<file path="config.mk">
export PLATFORM = sky130hd
export DESIGN_NAME = speed_trip_statistics_top
export DESIGN_NICKNAME = d
export VERILOG_FILES = /design/src/rtl/sts_pkg.sv /design/src/rtl/sts_div.sv /design/src/rtl/sts_dp.sv /design/src/rtl/sts_ctrl.sv /design/src/rtl/speed_trip_statistics_top.sv
export SDC_FILE = /design/constraint.sdc
export NUM_CORES = 2
export LEC_CHECK = 0
export CORE_UTILIZATION = 55
export DETAILED_ROUTE_END_ITERATION = 7
export DONT_BUFFER_PORTS = 1
export GPL_TIMING_DRIVEN = 0
export PLACE_DENSITY = 0.7
export SLEW_MARGIN = 10
export SYNTH_ARGS = -nofsm -noshare
export SYNTH_HDL_FRONTEND = slang
export SYNTH_SLANG_ARGS = --single-unit
export TNS_END_PERCENT = 50
</file>
<file path="constraint.sdc">
create_clock -name clk -period 10.8 [get_ports clk]
set_input_delay 1.08 -clock clk [delete_from_list [all_inputs] [get_ports clk]]
set_output_delay 1.08 -clock clk [all_outputs]
set_load 0.02 [all_outputs]
</file>
<file path="src/rtl/sts_pkg.sv">
`timescale 1ns / 1ps
// ============================================================================
// Speed trip statistics package
// Shared widths, register indexes, controller states and the command and
// status bundles that pass between the controller and the datapath.
// ============================================================================
package sts_pkg;

  localparam int SPEED_W   = 16;
  localparam int COUNT_W   = 32;
  localparam int DIST_W    = 48;
  localparam int ADD_W     = 2 * SPEED_W;
  localparam int ACC_W     = SPEED_W + COUNT_W;
  localparam int CFG_IDX_W = 2;
  localparam int CFG_DATA_W = 16;

  localparam logic [SPEED_W-1:0] MIN_SPEED_RESET      = 16'd256;
  localparam logic [SPEED_W-1:0] DISTANCE_SCALE_RESET = 16'd720;

  localparam logic [COUNT_W-1:0] COUNT_MAX = {COUNT_W{1'b1}};
  localparam logic [DIST_W-1:0]  DIST_MAX  = {DIST_W{1'b1}};

  // Configuration register indexes.
  localparam logic [CFG_IDX_W-1:0] REG_MIN_SPEED      = 2'd0;
  localparam logic [CFG_IDX_W-1:0] REG_DISTANCE_SCALE = 2'd1;

  typedef enum logic [2:0] {
    S_IDLE,
    S_MUL,
    S_ADD,
    S_DIV,
    S_DONE
  } sts_state_t;

  typedef struct packed {
    logic load;
    logic mul;
    logic add;
    logic div_start;
    logic commit;
  } sts_cmd_t;

  typedef struct packed {
    logic take;
    logic first;
    logic div_done;
    logic out_free;
  } sts_status_t;

endpackage

</file>
<file path="src/rtl/sts_div.sv">
`timescale 1ns / 1ps
// ============================================================================
// Mean divider
// Restoring divider that yields a 16-bit quotient, one bit per cycle. The
// caller guarantees that the quotient fits, so the upper dividend bits start
// out as the partial remainder.
// ============================================================================
module sts_div (
  input  logic                        clk,
  input  logic                        rst,
  input  logic                        start,
  input  logic [sts_pkg::ACC_W-1:0]   dividend,
  input  logic [sts_pkg::COUNT_W-1:0] divisor,
  output logic                        done,
  output logic [sts_pkg::SPEED_W-1:0] quotient
);
  import sts_pkg::*;

  localparam int STEP_W = $clog2(SPEED_W);

  logic [COUNT_W-1:0] rem;
  logic [SPEED_W-1:0] low;
  logic [STEP_W-1:0]  step;
  logic               busy;

  logic [COUNT_W:0]   shifted;
  logic [COUNT_W+1:0] diff;
  logic               qbit;

  // The shifted remainder stays below twice the divisor, so one subtract
  // decides each quotient bit.
  always_comb begin
    shifted = {rem, low[SPEED_W-1]};
    diff    = {1'b0, shifted} - {2'b00, divisor};
    qbit    = ~diff[COUNT_W+1];
  end

  always_ff @(posedge clk) begin
    if (rst) begin
      busy <= 1'b0;
      done <= 1'b0;
      step <= '0;
    end else begin
      done <= 1'b0;
      if (start) begin
        busy <= 1'b1;
        step <= '0;
      end else if (busy) begin
        step <= step + 1'b1;
        if (step == STEP_W'(SPEED_W - 1)) begin
          busy <= 1'b0;
          done <= 1'b1;
        end
      end
    end
  end

  always_ff @(posedge clk) begin
    if (start) begin
      rem <= dividend[ACC_W-1:SPEED_W];
      low <= dividend[SPEED_W-1:0];
    end else if (busy) begin
      rem <= qbit ? diff[COUNT_W-1:0] : shifted[COUNT_W-1:0];
      low <= {low[SPEED_W-2:0], qbit};
    end
  end

  assign quotient = low;

endmodule

</file>
<file path="src/rtl/sts_dp.sv">
`timescale 1ns / 1ps
// ============================================================================
// Speed trip statistics datapath
// Configuration registers, statistics state, multiplier stage, distance
// accumulator, mean divider and the result register.
// ============================================================================
module sts_dp (
  input  logic                           clk,
  input  logic                           rst,
  input  logic                           cfg_we,
  input  logic [sts_pkg::CFG_IDX_W-1:0]  cfg_index,
  input  logic [sts_pkg::CFG_DATA_W-1:0] cfg_data,
  input  logic [sts_pkg::SPEED_W-1:0]    speed,
  input  logic                           out_stall,
  input  sts_pkg::sts_cmd_t              cmd,
  output sts_pkg::sts_status_t           sts,
  output logic                           out_valid,
  output logic                           accepted,
  output logic [sts_pkg::SPEED_W-1:0]    mean_speed,
  output logic [sts_pkg::SPEED_W-1:0]    peak_speed,
  output logic [sts_pkg::DIST_W-1:0]     distance_total,
  output logic [sts_pkg::COUNT_W-1:0]    sample_count
);
  import sts_pkg::*;

  logic [SPEED_W-1:0] min_speed;
  logic [SPEED_W-1:0] distance_scale;

  logic [COUNT_W-1:0] count_reg;
  logic [SPEED_W-1:0] mean_reg;
  logic [SPEED_W-1:0] peak_reg;
  logic [DIST_W-1:0]  distance_reg;
  logic               accepted_reg;

  logic [SPEED_W-1:0] speed_q;
  logic               take_q;
  logic [COUNT_W-1:0] n_reg;
  logic [ACC_W-1:0]   prod_reg;
  logic [ADD_W-1:0]   add_reg;
  logic [DIST_W-1:0]  dist_sum_reg;

  logic [COUNT_W-1:0] n_next;
  logic [COUNT_W-1:0] weight;
  logic [ACC_W-1:0]   acc;
  logic [DIST_W:0]    dist_sum;
  logic               div_done;
  logic [SPEED_W-1:0] quotient;

  always_ff @(posedge clk) begin
    if (rst) begin
      min_speed      <= MIN_SPEED_RESET;
      distance_scale <= DISTANCE_SCALE_RESET;
    end else if (cfg_we) begin
      unique case (cfg_index)
        REG_MIN_SPEED:      min_speed      <= cfg_data;
        REG_DISTANCE_SCALE: distance_scale <= cfg_data;
        default: ;
      endcase
    end
  end

  // Once the count saturates the divisor stays at its maximum and the
  // weight of the old mean is one less than that.
  always_comb begin
    n_next   = (count_reg == COUNT_MAX) ? COUNT_MAX : count_reg + 1'b1;
    weight   = n_next - 1'b1;
    acc      = prod_reg + ACC_W'(speed_q);
    dist_sum = {1'b0, distance_reg} + (DIST_W + 1)'(add_reg);
  end

  always_ff @(posedge clk) begin
    if (cmd.load) begin
      speed_q <= speed;
      take_q  <= (speed >= min_speed);
    end
    if (cmd.mul) begin
      n_reg    <= n_next;
      prod_reg <= mean_reg * weight;
      add_reg  <= speed_q * distance_scale;
    end
    if (cmd.add) begin
      dist_sum_reg <= dist_sum[DIST_W] ? DIST_MAX : dist_sum[DIST_W-1:0];
    end
  end

  sts_div u_div (
    .clk      (clk),
    .rst      (rst),
    .start    (cmd.div_start),
    .dividend (acc),
    .divisor  (n_reg),
    .done     (div_done),
    .quotient (quotient)
  );

  // The state only moves when the result register is reloaded, so the
  // result fields read straight from the state.
  always_ff @(posedge clk) begin
    if (rst) begin
      count_reg    <= '0;
      mean_reg     <= '0;
      peak_reg     <= '0;
      distance_reg <= '0;
      accepted_reg <= 1'b0;
      out_valid    <= 1'b0;
    end else begin
      if (out_valid && !out_stall) begin
        out_valid <= 1'b0;
      end
      if (cmd.commit) begin
        out_valid    <= 1'b1;
        accepted_reg <= take_q;
        if (take_q) begin
          count_reg    <= n_reg;
          mean_reg     <= (count_reg == '0) ? speed_q : quotient;
          distance_reg <= dist_sum_reg;
          if (speed_q > peak_reg) begin
            peak_reg <= speed_q;
          end
        end
      end
    end
  end

  always_comb begin
    sts.take     = take_q;
    sts.first    = (count_reg == '0);
    sts.div_done = div_done;
    sts.out_free = !out_valid || !out_stall;
  end

  assign accepted       = accepted_reg;
  assign mean_speed     = mean_reg;
  assign peak_speed     = peak_reg;
  assign distance_total = distance_reg;
  assign sample_count   = count_reg;

endmodule

</file>
<file path="src/rtl/sts_ctrl.sv">
`timescale 1ns / 1ps
// ============================================================================
// Speed trip statistics controller
// Sequences one transaction through multiply, add, an optional divide and commit.
// ============================================================================
module sts_ctrl (
  input  logic                 clk,
  input  logic                 rst,
  input  logic                 in_valid,
  input  sts_pkg::sts_status_t sts,
  output logic                 in_stall,
  output sts_pkg::sts_cmd_t    cmd
);
  import sts_pkg::*;

  sts_state_t state;
  sts_state_t state_next;

  always_ff @(posedge clk) begin
    if (rst) begin
      state <= S_IDLE;
    end else begin
      state <= state_next;
    end
  end

  always_comb begin
    state_next = state;
    unique case (state)
      S_IDLE: if (in_valid) state_next = S_MUL;
      S_MUL:  state_next = S_ADD;
      S_ADD:  state_next = (sts.take && !sts.first) ? S_DIV : S_DONE;
      S_DIV:  if (sts.div_done) state_next = S_DONE;
      S_DONE: if (sts.out_free) state_next = S_IDLE;
      default: state_next = S_IDLE;
    endcase
  end

  always_comb begin
    in_stall      = (state != S_IDLE);
    cmd.load      = (state == S_IDLE) && in_valid;
    cmd.mul       = (state == S_MUL);
    cmd.add       = (state == S_ADD);
    cmd.div_start = (state == S_ADD) && sts.take && !sts.first;
    cmd.commit    = (state == S_DONE) && sts.out_free;
  end

endmodule

</file>
<file path="src/rtl/speed_trip_statistics_top.sv">
`timescale 1ns / 1ps
// ============================================================================
// Speed trip statistics
// Running mean, peak speed, trip distance and sample count over Q8.8 speed
// samples, one result transaction for every input transaction.
// ============================================================================
// Each input transaction carries one Q8.8 speed sample. A sample at or above
// min_speed is counted: the saturating sample count rises, the mean becomes
// floor((mean*(n-1)+speed)/n) exactly, the peak speed follows the largest
// sample and speed*distance_scale is added to a 48-bit distance that
// saturates at its maximum. The first counted sample sets the mean directly.
// Every sample, counted or not, returns one result transaction with the
// accepted flag and the statistics as they stand after that sample. The block
// works on one sample at a time. A counted sample that updates an existing
// mean passes through the 16-step restoring divider, which produces the mean
// one quotient bit per cycle; a rejected sample or the first counted sample
// skips the divider. The next sample can be taken at the edge after the
// result has been placed in the output register, even while that result
// still waits on out_stall; a result can only be placed once the previous
// one has been taken. Configuration writes (index 0 min_speed, index 1
// distance_scale, others ignored) take effect at once and must only be
// made while no transaction is in flight.
module speed_trip_statistics_top (
  input  logic                           clk,
  input  logic                           rst,
  input  logic                           cfg_we,
  input  logic [sts_pkg::CFG_IDX_W-1:0]  cfg_index,
  input  logic [sts_pkg::CFG_DATA_W-1:0] cfg_data,
  input  logic                           in_valid,
  output logic                           in_stall,
  input  logic [sts_pkg::SPEED_W-1:0]    speed,
  output logic                           out_valid,
  input  logic                           out_stall,
  output logic                           accepted,
  output logic [sts_pkg::SPEED_W-1:0]    mean_speed,
  output logic [sts_pkg::SPEED_W-1:0]    peak_speed,
  output logic [sts_pkg::DIST_W-1:0]     distance_total,
  output logic [sts_pkg::COUNT_W-1:0]    sample_count
);
  import sts_pkg::*;

  sts_cmd_t    cmd;
  sts_status_t sts;

  // The controller steps through the phases; the datapath holds all values.
  sts_ctrl u_ctrl (
    .clk      (clk),
    .rst      (rst),
    .in_valid (in_valid),
    .sts      (sts),
    .in_stall (in_stall),
    .cmd      (cmd)
  );

  sts_dp u_dp (
    .clk            (clk),
    .rst            (rst),
    .cfg_we         (cfg_we),
    .cfg_index      (cfg_index),
    .cfg_data       (cfg_data),
    .speed          (speed),
    .out_stall      (out_stall),
    .cmd            (cmd),
    .sts            (sts),
    .out_valid      (out_valid),
    .accepted       (accepted),
    .mean_speed     (mean_speed),
    .peak_speed     (peak_speed),
    .distance_total (distance_total),
    .sample_count   (sample_count)
  );

  // An accepted transaction closes the input until its result is placed.
  assert property (@(posedge clk) disable iff (rst)
    (in_valid && !in_stall) |=> in_stall)
    else $error("input accepted twice without a commit in between");

  // A result is never placed over one that is still stalled.
  assert property (@(posedge clk) disable iff (rst)
    cmd.commit |-> (!out_valid || !out_stall))
    else $error("result overwritten while stalled");

  // The sample count never goes down.
  assert property (@(posedge clk) disable iff (rst)
    1'b1 |=> (sample_count >= $past(sample_count)))
    else $error("sample count decreased");

  // A mean of counted samples can never exceed the largest of them.
  assert property (@(posedge clk) disable iff (rst)
    out_valid |-> (mean_speed <= peak_speed))
    else $error("mean speed above peak speed");

endmodule
</file>
==> metrics <==
pin count of the biggest net entering global routing 27; Worst path slowest cell dfxtp_1; H-tree Lvls 2; FF-to-FF Start u_dp.sample_count[4]; post-synthesis sequential area ratio 0.218; peak fanout along the critical path 10; full die area 83300 µm²; Synth Area per Inst 8.99 µm²; Max transition margin 0.163; Slew @ Worst Pin between 1000 and 1500 ps; GR Overflow Total 0; WHS Path Cells 2; Hold Slack around 460 ps; Mapped Cells a little over 5000; nets@finish around 6100; Final Max Slew Viols 0; CTS tree yes; Antenna Cells 0; Cell variety after synth 81; IO Port Bufs 0; die height roughly 290 µm; ANT nets after route 0; Non-Filler Instances 6188; Initial DRT Pass Iterations 6; row cnt 104; Clock transition at path regs 60 ps; core footprint a little over 80000 µm²; outcome completed; setup violators final 0; Final Critical Period approximately 10000 ps; final hold vios 0; Synth Register Bits 380; critical path's top delay family adder cells; WL final approximately 130 mm; CP Launch Type flip-flop; post-place setup slack -1890 ps; aggregate negative setup slack 0 ps; detailed placement HPWL 104 mm; vias per cell 5.65; clock buffer count from CTS between 40 and 50; Worst Reg2Reg Path Length in Cells 35; placed cells 6106; Worst Path Buf+Inv 8; most used cell, CP fa_1; Initial Util 0.558; RSZ-0062 raised after global routing false; # DRC 0; Mapped Area ~45000 µm²; GRT Total Usage 0.312; first-pass GRT wire length 199 mm; yosys synthesis warning count 0; Power Density between 100 and 150 nW/µm²; Max VDD drop ~170 µV; GPL Wtd Cong 0.977; hold-fix buffers at CTS 0; Post-synth EDFFs between 200 and 250; Crit path arrival time 10770 ps; Max-Cap Viols 0; num ports 154; CTS sink cnt between 300 and 400; highest cell delay on the worst timing path around 750 ps; CTS max path bufs 3; share of synthesized flip-flops with an asynchronous set or reset 0; layout cells sized above 1 0.0456; Worst setup EP type flip-flop; capture point of the worst reg-to-reg path u_dp.prod_reg[42]; Fin Clk Skew between 50 and 60 ps; register-to-register setup slack between 300 and 400 ps; root buf cell clkbuf_16; fmax ~0.096 GHz; Post-Syn Nets approximately 6000; Initial DRC Count approximately 2600; final worst-path cycle share 0.966; P&R area growth vs syn 7.42%; vias ~35000; number of antenna violations at the first check in global routing 0; chip width 289 µm; Hold Path Origin u_dp.min_speed[4]; most used flip-flop cell after synthesis edfxtp_1; CP Class reg2reg; hold crit path type reg2reg; Skew-Pair Late Insertion Delay between 600 and 700 ps; Pleak roughly 22 nW; vias in the first global route about 36000; final worst slack approximately 360 ps; fill cell total of the finished layout 7156; Min-Delay Endpoint u_dp.min_speed[4]; WP data required between 10000 and 15000 ps; drt wl/cell slightly above 20 µm
[area by class of cell]
class | count | area, µm² | area share
buffer | 223 | 916 | 0.0189
inverter | 793 | 2980 | 0.0613
multi-input combinational | 3626 | 31800 | 0.654
clock buffer | 50 | 1130 | 0.0233
clock inverter | 26 | 283 | 0.00582
timing repair buffer | 30 | 273 | 0.00562
tap | 1060 | 1330 | 0.0273
sequential | 380 | 9870 | 0.203
[cells in the mapped netlist, types with 30 or more instances]
| library cell | instances | area [µm²] |
|---|---|---|
| nand2b_1 | 38 | 238 |
| nand3_1 | 70 | 350 |
| mux2i_1 | 36 | 360 |
| nand4_1 | 43 | 269 |
| o21ai_0 | 96 | 480 |
| inv_1 | 793 | 2980 |
| a211oi_1 | 51 | 383 |
| edfxtp_1 | 225 | 6760 |
| a21o_1 | 74 | 556 |
| xnor2_1 | 126 | 1100 |
| nor3_1 | 48 | 240 |
| nand2_1 | 874 | 3280 |
| o21a_1 | 30 | 225 |
| xor2_1 | 90 | 788 |
| and3_1 | 39 | 244 |
| clkbuf_1 | 194 | 728 |
| nor2b_1 | 31 | 194 |
| dfxtp_1 | 155 | 3100 |
| nor2_1 | 176 | 661 |
| a21oi_1 | 285 | 1430 |
| ha_1 | 340 | 4250 |
| and2_1 | 316 | 1980 |
| fa_1 | 615 | 12300 |
[worst max-delay path by stage]
stage | startpoint | cells past startpoint | slack (ps) | endpoint
after floorplan | u_dp.sample_count[0] | 36 | 1030 | u_dp.prod_reg[44]
after global placement | u_dp.sample_count[0] | 34 | -3020 | u_dp.prod_reg[47]
after detailed placement | u_dp.sample_count[0] | 35 | -1890 | u_dp.prod_reg[47]
after CTS | u_dp.sample_count[0] | 38 | 20 | u_dp.prod_reg[44]
after global routing | u_dp.sample_count[0] | 37 | 4 | u_dp.prod_reg[46]
final | u_dp.sample_count[4] | 35 | 360 | u_dp.prod_reg[42]
[power breakdown]
part	total, mW	switching [mW]	internal, mW
Sequential	1.79	0.0840	1.70
Combinational	2.07	1.22	0.845
Clock	1.49	0.638	0.852
[tightest hold or removal path: stages (launching register included)]
cell,delay (ps)
dfxtp_1,310
nand2_1,50
a21oi_1,50
[what timing repair did]
| action | CTS | global route |
|---|---|---|
| setup buffers | 4 | 7 |
| gates resized for setup | 48 | 47 |
| pin swaps | 2 | 6 |
| endpoints found under the setup margin | 31 | 13 |
[cell families after synthesis]
kind of cell    synth area share
compound gates            0.0949
xor+xnor                  0.0440
fa+ha+maj                  0.367
buf+inv                   0.0858
flops                      0.218
mux                       0.0117
simple gates               0.179
[cells in the final DEF (no fill, tap or decap), types with 9 or more instances in the layout]
master and count:
xor2_1 80, edfxtp_1 225, clkbuf_1 176, buf_2 21, and3_1 39, mux2_2 15, fa_1 615, o21bai_1 23
a21oi_1 283, o211ai_1 13, o31ai_1 12, and4_1 15, nand2_1 868, nor2_1 173, a21boi_0 9, xnor2_1 120
nor2b_1 31, a31oi_1 16, nor4_1 14, a21o_1 74, nor3_1 46, ha_1 338, mux2i_1 36, o21a_1 30
clkbuf_2 15, a211oi_1 50, dfxtp_1 150, or3_1 13, nand2b_1 37, and2_1 316, inv_1 793, nand3_1 70
nand4_1 43, o21ai_0 93, clkbuf_16 43, buf_4 26
[metrics by stage]
stage / area [µm²] / util / total power [mW]
3_5_place_dp: 46700 / 0.577 / 3.88
3_3_place_gp: 46500 / 0.575 / 3.84
2_1_floorplan: 45200 / - / 3.32
4_1_cts: 48400 / 0.598 / 5.38
6_report: 48600 / 0.600 / 5.34
5_1_grt: 48600 / 0.600 / 5.68
[metal layers]
metal,part of all wire,up-vias,track usage
li1,-,16200,-
met1,0.39,17200,0.385
met2,0.48,1246,0.528
met3,0.072,304,0.0539
met4,0.055,0,0.151
met5,0,-,0
Power figures use the tool's default switching activity.
